File: config.mk
export PLATFORM = sky130hd
export DESIGN_NAME = hsv_to_rgb_convert_unit
export DESIGN_NICKNAME = d
export VERILOG_FILES = /design/src/rtl/hsv2rgb_pkg.sv /design/src/rtl/hsv_to_rgb_convert_unit.sv /design/src/rtl/hsv2rgb_front.sv /design/src/rtl/hsv2rgb_cdiv.sv /design/src/rtl/hsv2rgb_pqt.sv /design/src/rtl/hsv2rgb_pick.sv
export SDC_FILE = /design/constraint.sdc
export NUM_CORES = 2
export LEC_CHECK = 0
export ABC_AREA = 1
export BUFFER_PORTS_ARGS = -buffer_cell sky130_fd_sc_hd__buf_2
export CAP_MARGIN = 30
export CORE_ASPECT_RATIO = 0.9
export CORE_MARGIN = 3
export CORE_UTILIZATION = 55
export CTS_BUF_LIST = sky130_fd_sc_hd__clkbuf_8
export CTS_CLUSTER_SIZE = 20
export DETAILED_ROUTE_END_ITERATION = 10
export PLACE_DENSITY = 0.71
export SYNTH_ARGS = -nofsm -noshare
export SYNTH_HDL_FRONTEND = slang
export SYNTH_SLANG_ARGS = --single-unit
File: constraint.sdc
create_clock -name clk_i -period 9.2 [get_ports clk_i]
set_clock_uncertainty 0.15 [all_clocks]
set_input_delay 0.92 -clock clk_i [delete_from_list [all_inputs] [get_ports clk_i]]
set_output_delay 0.92 -clock clk_i [all_outputs]
set_load 0.005 [all_outputs]
File: src/rtl/hsv2rgb_pkg.sv
// ============================================================================
// HSV to RGB conversion package
// Shared payload types, sector codes and fixed constants of the colour
// converter.
// ============================================================================
package hsv2rgb_pkg;

  // Default number of fractional bits of the internal fixed-point format.
  localparam int unsigned FRAC_BITS_DEF = 16;

  // Widths of the request and result fields.
  localparam int unsigned IN_HUE_W = 15;
  localparam int unsigned IN_PCT_W = 13;
  localparam int unsigned CHAN_W   = 8;

  // Saturation limits: 359 degrees and 100 percent in 1/64 units.
  localparam int unsigned HUE_MAX     = 22976;
  localparam int unsigned PCT_MAX     = 6400;
  localparam int unsigned SECTOR_SIZE = 3840;

  // Both divisors share a factor of 256, which is taken off as a shift. The
  // rounding offsets 3200 and 1920 then leave a bias of 12 and 7 after it.
  localparam int unsigned PRE_SHIFT = 8;
  localparam int unsigned SAT_DIV   = PCT_MAX >> PRE_SHIFT;
  localparam int unsigned HUE_DIV   = SECTOR_SIZE >> PRE_SHIFT;
  localparam int unsigned SAT_BIAS  = (PCT_MAX / 2) >> PRE_SHIFT;
  localparam int unsigned HUE_BIAS  = (SECTOR_SIZE / 2) >> PRE_SHIFT;

  // Bits needed for a clamped percentage and for a hue within its sector.
  localparam int unsigned PCT_BITS = $clog2(PCT_MAX + 1);
  localparam int unsigned HR_BITS  = $clog2(SECTOR_SIZE);

  // Hue sectors of 60 degrees each, named after their starting colour.
  typedef enum logic [2:0] {
    SEC_RED     = 3'd0,
    SEC_YELLOW  = 3'd1,
    SEC_GREEN   = 3'd2,
    SEC_CYAN    = 3'd3,
    SEC_BLUE    = 3'd4,
    SEC_MAGENTA = 3'd5
  } sector_e;

  typedef struct packed {
    logic [IN_HUE_W-1:0] hue;
    logic [IN_PCT_W-1:0] saturation;
    logic [IN_PCT_W-1:0] brightness;
  } hsv_t;

  typedef struct packed {
    logic [CHAN_W-1:0] red;
    logic [CHAN_W-1:0] green;
    logic [CHAN_W-1:0] blue;
  } rgb_t;

endpackage

File: src/rtl/hsv_to_rgb_convert_unit.sv
// ============================================================================
// HSV to RGB conversion unit
// Pipelined conversion of one HSV colour a cycle, while results are taken, into an 8-bit RGB triple.
// ============================================================================
// A request on the input channel carries hue in 1/64 degree, saturation and
// brightness in 1/64 percent; each is clamped to its full-scale value first.
// The result channel returns one red, green and blue triple per request, in
// request order, each channel rounded half up to 0..255.
//
// The pipeline has five register stages. A request accepted into the front
// stage passes through the divide and the two product stages into the result
// register, where its result stays offered until the receiver takes it. One
// request is accepted every cycle while the receiver keeps taking results;
// the rate is set by the stage-by-stage handshake, each stage holding one
// request and its valid bit.
//
// A stalled receiver holds only the stages that cannot move: empty stages
// further up keep filling, so requests are still accepted until every stage
// holds one. Nothing is dropped or repeated across a stall.
//
// Reset clears the valid bits only; the unit has no other control state, and after
// reset it accepts a request in the first cycle.
// ============================================================================
module hsv_to_rgb_convert_unit #(
  parameter int unsigned FRAC_BITS = hsv2rgb_pkg::FRAC_BITS_DEF
) (
  input  logic              clk_i,
  input  logic              rst_ni,
  input  logic              in_valid_i,
  output logic              in_ready_o,
  input  hsv2rgb_pkg::hsv_t in_data_i,
  output logic              out_valid_o,
  input  logic              out_ready_i,
  output hsv2rgb_pkg::rgb_t out_data_o
);

  // Stage order: front, divide, two product stages, channel select.
  localparam int unsigned NSTG = 5;
  localparam int unsigned SH   = FRAC_BITS - hsv2rgb_pkg::PRE_SHIFT;
  localparam int unsigned XS_W = hsv2rgb_pkg::PCT_BITS + SH;
  localparam int unsigned XF_W = hsv2rgb_pkg::HR_BITS + SH;

  logic [NSTG-1:0] vld_d, vld_q;
  logic [NSTG-1:0] en;

  logic [XS_W-1:0]        xs, xv;
  logic [XF_W-1:0]        xf;
  hsv2rgb_pkg::sector_e   sector0, sector1_q, sector3;
  logic [FRAC_BITS:0]     s_fx, v_fx;
  logic [FRAC_BITS-1:0]   f_fx;
  logic [FRAC_BITS:0]     p3, q3, t3, v3;

  // A stage may load when it is empty or when the stage after it moves on
  // in the same cycle. The chain starts at the result register.
  always_comb begin
    en[NSTG-1] = !vld_q[NSTG-1] || out_ready_i;
    for (int k = NSTG - 2; k >= 0; k--) begin
      en[k] = !vld_q[k] || en[k+1];
    end
  end

  always_comb begin
    vld_d[0] = en[0] ? in_valid_i : vld_q[0];
    for (int k = 1; k < NSTG; k++) begin
      vld_d[k] = en[k] ? vld_q[k-1] : vld_q[k];
    end
  end

  always_ff @(posedge clk_i or negedge rst_ni) begin
    if (!rst_ni) begin
      vld_q <= '0;
    end else begin
      vld_q <= vld_d;
    end
  end

  assign in_ready_o  = en[0];
  assign out_valid_o = vld_q[NSTG-1];

  // Stage one: clamp, hue sector and division numerators.
  hsv2rgb_front #(
    .FRAC_BITS (FRAC_BITS)
  ) u_front (
    .clk_i    (clk_i),
    .en_i     (en[0]),
    .in_i     (in_data_i),
    .xs_o     (xs),
    .xv_o     (xv),
    .xf_o     (xf),
    .sector_o (sector0)
  );

  // Stage two: saturation, value and hue fraction in fixed point. The
  // sector rides alongside in its own register.
  hsv2rgb_cdiv #(
    .XW      (XS_W),
    .QW      (FRAC_BITS + 1),
    .DIVISOR (hsv2rgb_pkg::SAT_DIV)
  ) u_div_s (
    .clk_i (clk_i),
    .en_i  (en[1]),
    .x_i   (xs),
    .q_o   (s_fx)
  );

  hsv2rgb_cdiv #(
    .XW      (XS_W),
    .QW      (FRAC_BITS + 1),
    .DIVISOR (hsv2rgb_pkg::SAT_DIV)
  ) u_div_v (
    .clk_i (clk_i),
    .en_i  (en[1]),
    .x_i   (xv),
    .q_o   (v_fx)
  );

  hsv2rgb_cdiv #(
    .XW      (XF_W),
    .QW      (FRAC_BITS),
    .DIVISOR (hsv2rgb_pkg::HUE_DIV)
  ) u_div_f (
    .clk_i (clk_i),
    .en_i  (en[1]),
    .x_i   (xf),
    .q_o   (f_fx)
  );

  always_ff @(posedge clk_i) begin
    if (en[1]) begin
      sector1_q <= sector0;
    end
  end

  // Stages three and four: p, q and t. With zero saturation all three equal
  // the value, so grey needs no path of its own.
  hsv2rgb_pqt #(
    .FRAC_BITS (FRAC_BITS)
  ) u_pqt (
    .clk_i    (clk_i),
    .en_a_i   (en[2]),
    .en_b_i   (en[3]),
    .s_i      (s_fx),
    .v_i      (v_fx),
    .f_i      (f_fx),
    .sector_i (sector1_q),
    .p_o      (p3),
    .q_o      (q3),
    .t_o      (t3),
    .v_o      (v3),
    .sector_o (sector3)
  );

  // Stage five: channel routing, scaling and the result register.
  hsv2rgb_pick #(
    .FRAC_BITS (FRAC_BITS)
  ) u_pick (
    .clk_i    (clk_i),
    .en_i     (en[NSTG-1]),
    .p_i      (p3),
    .q_i      (q3),
    .t_i      (t3),
    .v_i      (v3),
    .sector_i (sector3),
    .out_o    (out_data_o)
  );

endmodule

File: src/rtl/hsv2rgb_front.sv
// ============================================================================
// HSV to RGB front stage
// Clamps the request fields, finds the hue sector and forms the numerators
// of the three constant divisions.
// ============================================================================
module hsv2rgb_front #(
  parameter int unsigned FRAC_BITS = hsv2rgb_pkg::FRAC_BITS_DEF
) (
  input  logic                                          clk_i,
  input  logic                                          en_i,
  input  hsv2rgb_pkg::hsv_t                             in_i,
  output logic [hsv2rgb_pkg::PCT_BITS+FRAC_BITS-hsv2rgb_pkg::PRE_SHIFT-1:0] xs_o,
  output logic [hsv2rgb_pkg::PCT_BITS+FRAC_BITS-hsv2rgb_pkg::PRE_SHIFT-1:0] xv_o,
  output logic [hsv2rgb_pkg::HR_BITS+FRAC_BITS-hsv2rgb_pkg::PRE_SHIFT-1:0]  xf_o,
  output hsv2rgb_pkg::sector_e                          sector_o
);

  localparam int unsigned SH   = FRAC_BITS - hsv2rgb_pkg::PRE_SHIFT;
  localparam int unsigned XS_W = hsv2rgb_pkg::PCT_BITS + SH;
  localparam int unsigned XF_W = hsv2rgb_pkg::HR_BITS + SH;
  localparam int unsigned HW   = hsv2rgb_pkg::IN_HUE_W;
  localparam int unsigned PW   = hsv2rgb_pkg::IN_PCT_W;
  localparam int unsigned SS   = hsv2rgb_pkg::SECTOR_SIZE;

  logic [HW-1:0]                    hue_c;
  logic [PW-1:0]                    sat_c;
  logic [PW-1:0]                    val_c;
  logic [HW-1:0]                    base;
  logic [hsv2rgb_pkg::HR_BITS-1:0]  hue_rem;
  hsv2rgb_pkg::sector_e             sector_d, sector_q;
  logic [XS_W-1:0]                  xs_d, xs_q;
  logic [XS_W-1:0]                  xv_d, xv_q;
  logic [XF_W-1:0]                  xf_d, xf_q;

  always_comb begin
    hue_c = (in_i.hue > HW'(hsv2rgb_pkg::HUE_MAX)) ? HW'(hsv2rgb_pkg::HUE_MAX) : in_i.hue;
    sat_c = (in_i.saturation > PW'(hsv2rgb_pkg::PCT_MAX)) ?
            PW'(hsv2rgb_pkg::PCT_MAX) : in_i.saturation;
    val_c = (in_i.brightness > PW'(hsv2rgb_pkg::PCT_MAX)) ?
            PW'(hsv2rgb_pkg::PCT_MAX) : in_i.brightness;
  end

  // The clamped hue never reaches six sectors, so the top compare also
  // covers the highest hue.
  always_comb begin
    if (hue_c >= HW'(5 * SS)) begin
      sector_d = hsv2rgb_pkg::SEC_MAGENTA;
      base     = HW'(5 * SS);
    end else if (hue_c >= HW'(4 * SS)) begin
      sector_d = hsv2rgb_pkg::SEC_BLUE;
      base     = HW'(4 * SS);
    end else if (hue_c >= HW'(3 * SS)) begin
      sector_d = hsv2rgb_pkg::SEC_CYAN;
      base     = HW'(3 * SS);
    end else if (hue_c >= HW'(2 * SS)) begin
      sector_d = hsv2rgb_pkg::SEC_GREEN;
      base     = HW'(2 * SS);
    end else if (hue_c >= HW'(SS)) begin
      sector_d = hsv2rgb_pkg::SEC_YELLOW;
      base     = HW'(SS);
    end else begin
      sector_d = hsv2rgb_pkg::SEC_RED;
      base     = '0;
    end
  end

  assign hue_rem = hsv2rgb_pkg::HR_BITS'(hue_c - base);

  assign xs_d = (XS_W'(sat_c) << SH) + XS_W'(hsv2rgb_pkg::SAT_BIAS);
  assign xv_d = (XS_W'(val_c) << SH) + XS_W'(hsv2rgb_pkg::SAT_BIAS);
  assign xf_d = (XF_W'(hue_rem) << SH) + XF_W'(hsv2rgb_pkg::HUE_BIAS);

  always_ff @(posedge clk_i) begin
    if (en_i) begin
      xs_q     <= xs_d;
      xv_q     <= xv_d;
      xf_q     <= xf_d;
      sector_q <= sector_d;
    end
  end

  assign xs_o     = xs_q;
  assign xv_o     = xv_q;
  assign xf_o     = xf_q;
  assign sector_o = sector_q;

endmodule

File: src/rtl/hsv2rgb_cdiv.sv
// ============================================================================
// HSV to RGB constant divider
// Floor division by a small constant as one registered multiplication by a
// rounded-up reciprocal, exact over the whole numerator range.
// ============================================================================
module hsv2rgb_cdiv #(
  parameter int unsigned XW      = 21,
  parameter int unsigned QW      = 17,
  parameter int unsigned DIVISOR = 25
) (
  input  logic          clk_i,
  input  logic          en_i,
  input  logic [XW-1:0] x_i,
  output logic [QW-1:0] q_o
);

  // With K at least XW plus the divisor's bit count the reciprocal error
  // stays below one unit of the quotient for every numerator.
  localparam int unsigned K = XW + $clog2(DIVISOR);
  localparam longint unsigned RECIP =
      ((64'd1 << K) + 64'(DIVISOR) - 64'd1) / 64'(DIVISOR);
  localparam int unsigned MW = $clog2(RECIP + 64'd1);
  localparam int unsigned PW = (XW + MW > K + QW) ? XW + MW : K + QW;
  localparam logic [MW-1:0] RECIP_C = MW'(RECIP);

  logic [PW-1:0] prod_d, prod_q;

  assign prod_d = PW'(x_i) * PW'(RECIP_C);

  always_ff @(posedge clk_i) begin
    if (en_i) begin
      prod_q <= prod_d;
    end
  end

  assign q_o = prod_q[K +: QW];

endmodule

File: src/rtl/hsv2rgb_pqt.sv
// ============================================================================
// HSV to RGB p, q and t stages
// Two register stages of fixed-point products that form p, q and t from
// saturation, value and the hue fraction.
// ============================================================================
module hsv2rgb_pqt #(
  parameter int unsigned FRAC_BITS = hsv2rgb_pkg::FRAC_BITS_DEF
) (
  input  logic                  clk_i,
  input  logic                  en_a_i,
  input  logic                  en_b_i,
  input  logic [FRAC_BITS:0]    s_i,
  input  logic [FRAC_BITS:0]    v_i,
  input  logic [FRAC_BITS-1:0]  f_i,
  input  hsv2rgb_pkg::sector_e  sector_i,
  output logic [FRAC_BITS:0]    p_o,
  output logic [FRAC_BITS:0]    q_o,
  output logic [FRAC_BITS:0]    t_o,
  output logic [FRAC_BITS:0]    v_o,
  output hsv2rgb_pkg::sector_e  sector_o
);

  localparam int unsigned VW = FRAC_BITS + 1;
  localparam int unsigned MW = 2 * VW;
  localparam logic [VW-1:0] ONE = VW'(1) << FRAC_BITS;

  logic [VW-1:0]        f_ext;
  logic [MW-1:0]        prod_p, prod_sf, prod_sg, prod_q, prod_t;
  logic [VW-1:0]        p_a_d, sf_a_d, sg_a_d;
  logic [VW-1:0]        p_a_q, sf_a_q, sg_a_q, v_a_q;
  hsv2rgb_pkg::sector_e sector_a_q;
  logic [VW-1:0]        q_b_d, t_b_d;
  logic [VW-1:0]        p_b_q, q_b_q, t_b_q, v_b_q;
  hsv2rgb_pkg::sector_e sector_b_q;

  // First stage: p and the two saturation-fraction products.
  assign f_ext   = VW'(f_i);
  assign prod_p  = MW'(v_i) * MW'(ONE - s_i);
  assign prod_sf = MW'(s_i) * MW'(f_ext);
  assign prod_sg = MW'(s_i) * MW'(ONE - f_ext);
  assign p_a_d   = prod_p[FRAC_BITS +: VW];
  assign sf_a_d  = prod_sf[FRAC_BITS +: VW];
  assign sg_a_d  = prod_sg[FRAC_BITS +: VW];

  always_ff @(posedge clk_i) begin
    if (en_a_i) begin
      p_a_q      <= p_a_d;
      sf_a_q     <= sf_a_d;
      sg_a_q     <= sg_a_d;
      v_a_q      <= v_i;
      sector_a_q <= sector_i;
    end
  end

  // Second stage: q and t scale the value by the complements.
  assign prod_q = MW'(v_a_q) * MW'(ONE - sf_a_q);
  assign prod_t = MW'(v_a_q) * MW'(ONE - sg_a_q);
  assign q_b_d  = prod_q[FRAC_BITS +: VW];
  assign t_b_d  = prod_t[FRAC_BITS +: VW];

  always_ff @(posedge clk_i) begin
    if (en_b_i) begin
      p_b_q      <= p_a_q;
      q_b_q      <= q_b_d;
      t_b_q      <= t_b_d;
      v_b_q      <= v_a_q;
      sector_b_q <= sector_a_q;
    end
  end

  assign p_o      = p_b_q;
  assign q_o      = q_b_q;
  assign t_o      = t_b_q;
  assign v_o      = v_b_q;
  assign sector_o = sector_b_q;

endmodule

File: src/rtl/hsv2rgb_pick.sv
// ============================================================================
// HSV to RGB channel select
// Routes p, q, t and v to the three channels by sector and scales each to
// eight bits, rounding half up, into the result register.
// ============================================================================
module hsv2rgb_pick #(
  parameter int unsigned FRAC_BITS = hsv2rgb_pkg::FRAC_BITS_DEF
) (
  input  logic                 clk_i,
  input  logic                 en_i,
  input  logic [FRAC_BITS:0]   p_i,
  input  logic [FRAC_BITS:0]   q_i,
  input  logic [FRAC_BITS:0]   t_i,
  input  logic [FRAC_BITS:0]   v_i,
  input  hsv2rgb_pkg::sector_e sector_i,
  output hsv2rgb_pkg::rgb_t    out_o
);

  localparam int unsigned VW = FRAC_BITS + 1;
  localparam int unsigned AW = VW + hsv2rgb_pkg::CHAN_W;
  localparam logic [AW-1:0] HALF = AW'(1) << (FRAC_BITS - 1);

  logic [VW-1:0]     r_sel, g_sel, b_sel;
  hsv2rgb_pkg::rgb_t out_d, out_q;

  // x * 255 is x * 256 - x; the value never exceeds one, so no clamp.
  function automatic logic [hsv2rgb_pkg::CHAN_W-1:0] to_chan(input logic [VW-1:0] x);
    logic [AW-1:0] acc;
    acc = (AW'(x) << hsv2rgb_pkg::CHAN_W) - AW'(x) + HALF;
    return acc[FRAC_BITS +: hsv2rgb_pkg::CHAN_W];
  endfunction

  always_comb begin
    case (sector_i)
      hsv2rgb_pkg::SEC_RED: begin
        r_sel = v_i; g_sel = t_i; b_sel = p_i;
      end
      hsv2rgb_pkg::SEC_YELLOW: begin
        r_sel = q_i; g_sel = v_i; b_sel = p_i;
      end
      hsv2rgb_pkg::SEC_GREEN: begin
        r_sel = p_i; g_sel = v_i; b_sel = t_i;
      end
      hsv2rgb_pkg::SEC_CYAN: begin
        r_sel = p_i; g_sel = q_i; b_sel = v_i;
      end
      hsv2rgb_pkg::SEC_BLUE: begin
        r_sel = t_i; g_sel = p_i; b_sel = v_i;
      end
      default: begin
        r_sel = v_i; g_sel = p_i; b_sel = q_i;
      end
    endcase
  end

  always_comb begin
    out_d.red   = to_chan(r_sel);
    out_d.green = to_chan(g_sel);
    out_d.blue  = to_chan(b_sel);
  end

  always_ff @(posedge clk_i) begin
    if (en_i) begin
      out_q <= out_d;
    end
  end

  assign out_o = out_q;

endmodule

==> results.yml <==
timing:
  fin_crit_sh_pct: 90.91
  final_hold_viol_count: 0
  slew_headroom_pct: 28.71
  final_max_slew_viol_count: 0
  fmax_ghz: 0.1196
  setup_viol: 0
  fin_crit_ps: 8364
  grt_setup_unrepaired: "false"
  worst_slew_pin_slew_ps: 1069
  finalSetupTns_ps: 0
critical_path:
  start_kind: "register"
  reg2reg_depth: 30
  startpoint: "u_pqt.sg_a_q[0]$_DFFE_PP_"
  path_class: "reg -> reg"
  max_stage_delay_ps: 610
  arrival_ps: 8710
  end_kind: "register"
  critPathMaxFanout: 15
  r2r-start: "u_pqt.sg_a_q[0]$_DFFE_PP_"
  worstReg2RegEnd: "u_pqt.t_o[15]$_DFFE_PP_"
  cp_num_buf_inv: 7
  r2r_slack_ps: 840
  required_ps: 9550
  cp_top_family: "adder cells"
  crit_top_cell: "fa_1"
  cpMaxStageDelayCell: "o21ai_0"
finish:
  finalNetCount: 12210
  layout_commonest_cell: "inv_1"
  layout-drive-gt1-share_pct: 3.334
  layout_common_cells: "2579 x inv_1, 1931 x nand2_1, 1501 x fa_1, 930 x ha_1, 836 x nor2_1"
  synthToLayoutAreaGrowth_pct: 4.361
placed_design:
  gp_congestion: 0.9656
  place_hpwl_um: 187400
  portBuffers: 70
min_path:
  whs_endpoint: "vld_q[0]$_DFFE_PN0P_"
  hp-class: "in -> reg"
  hold_depth: 3
  min_from: "in_valid_i"
grt:
  grt_pass1_vias: 67420
  grt_overflow_total: 0
  antenna_found_initial: 4
  grt_max_degree: 65
  grt_pass1_wl_um: 366000
  grt.total_usage_pct: 30.91
clock_network:
  ctsResizeCount: 0
  cts_sinks: 265
  htreeDepth: 2
  numCtsBuffers: 53
  cts_tree: "built"
  clk_pin_slew_ps: 70
  clock_latency_ps: 820
  cts_root_buf: "clkbuf_8"
  cts_buffer_depth: 3
synthesis:
  netlist_instances: 9762
  syn-num-nets: 12240
  synth_cell_types: 62
  syn-mean-instance-area_um2: 8.171
  yosys.area.top_type: "fa_1"
  synth.area.top_cells: "fa_1 38%, ha_1 15%, inv_1 12%"
  syn_area_um2: 79770
  yosysTopAreaCellShare_pct: 37.67
  ys_warn_count: 0
  yosysSeqAreaShare_pct: 9.945
  synth_seq_cells: 265
die:
  placementRows: 131
  die_x_um: 407.4
  core_um2: 142900
  initial_core_util_pct: 55.81
  die_y_um: 367.3
  pin_count: 71
  die-area_um2: 149600
route:
  drtIter0Drc: 5117
  vias: 63810
  wire_per_inst_um: 19.36
  ant_nets: 0
  via_per_inst: 5.449
  finalWirelength_um: 226700
  route.detailed.drc: 0
  first_pass_iters: 6
run_status:
  status: "finished clean"
run:
  drv_cap: 0
==> layout make-up <==
cell class	count	area, um2
diodes	4	10.01
clock buffers	53	729.5
fillers	12960	59680
multi-input cells	6637	60980
well taps	1928	2412
flip-flops and latches	265	7933
inverters	2631	9884
repair buffers	146	991.0
clock inverters	46	309.0
==> metal layers <==
metal | track usage [%] | part of all wire [%]
met1 | 42.29 | 42
met2 | 48.35 | 44
met3 | 6.443 | 9.7
met4 | 12.17 | 4.5
met5 | 0 | 0
==> logic make-up after synthesis <==
| logic type | count (synthesis) | share of synthesized area, % |
|---|---|---|
| flip-flops | 265 | 9.945 |
| XOR/XNOR | 184 | 2.020 |
| AND/OR/NAND/NOR | 3235 | 16.41 |
| AO/OA/AOI/OAI | 787 | 5.750 |
| adder cells (fa/ha/maj) | 2431 | 52.26 |
| buffers and inverters | 2860 | 13.62 |
==> sequential cells by signal (all words and copies together) (netlist names) <==
name and flops:
u_div_s.prod_q 17, u_front.xv_o 13, u_pqt.p_o 17, u_pqt.v_a_q 17, u_pick.out_o 24, u_pqt.sector_a_q 3
u_pqt.sg_a_q 17, u_front.sector_o 3, u_div_f.prod_q 16, u_pqt.v_o 17, vld_q 5, u_pqt.sf_a_q 17
sector1_q 3, u_pqt.q_o 17, u_front.xf_o 12, u_pqt.p_a_q 17, u_front.xs_o 13, u_div_v.prod_q 17
u_pqt.t_o 17, u_pqt.sector_o 3
==> cells in the mapped netlist, drive strengths merged <==
master and n:
nor4b 1, nor2 848, a21boi 12, o221ai 10, o21bai 22, a41oi 1
o31ai 5, or4 3, nand3b 7, o21ai 246, nand3 224, nand2 1951
a21oi 320, xor2 124, a211oi 9, buf 64, or2 22, a31o 1
and2 2, nor4 35, nand4 68, a22oi 7, edfxtp 260, a21o 37
o22ai 8, o31a 2, clkinv 31, clkbuf 165, o211ai 18, nor3b 1
xnor2 60, o21a 24, dfrtp 5, nor3 73, a221oi 29, o2111ai 13
o2111a 1, ha 930, a2111oi 4, fa 1501, inv 2600, a31oi 18
==> stage by stage <==
step | instances | hold WS [ps] | setup slack [ps] | util (%) | cell area, um2
CTS | 11710 | 115.7 | 930.5 | 58.24 | 83240
floorplan | 9762 | 250.3 | 2265 | - | 79770
global route | 11710 | 163.7 | 331.7 | 58.24 | 83240
detailed placement | 11610 | 255.7 | 1021 | 57.50 | 82190
finish | 11710 | 204.4 | 835.9 | 58.24 | 83250
global placement | 11600 | 254.0 | 1139 | 57.43 | 82090
==> repair_timing <==
| action | in CTS | in global routing |
|---|---|---|
| endpoints found under the hold margin | 5 | 0 |
| buffers inserted | 0 | 0 |
| hold buffers | 1 | 0 |
==> tightest hold or removal path: cells and delay by family <==
kind | cells | cell delay, ps
AND/OR/NAND/NOR | 1 | 60
buffers and inverters | 2 | 100
==> worst max path at each step <==
stage                                 endpoint  slack, ps  cells past startpoint
global route           u_pqt.t_o[15]$_DFFE_PP_        330                     30
floorplan           u_pqt.sg_a_q[10]$_DFFE_PP_       2270                     32
finish                 u_pqt.t_o[15]$_DFFE_PP_        840                     30
global placement       u_pqt.q_o[12]$_DFFE_PP_       1140                     30
detailed placement     u_pqt.t_o[15]$_DFFE_PP_       1020                     30
CTS                    u_pqt.t_o[15]$_DFFE_PP_        930                     30
Power is left out: the tool's default activity adds up to more than one toggle a clock period on the data nets, which glitch-free logic cannot reach.
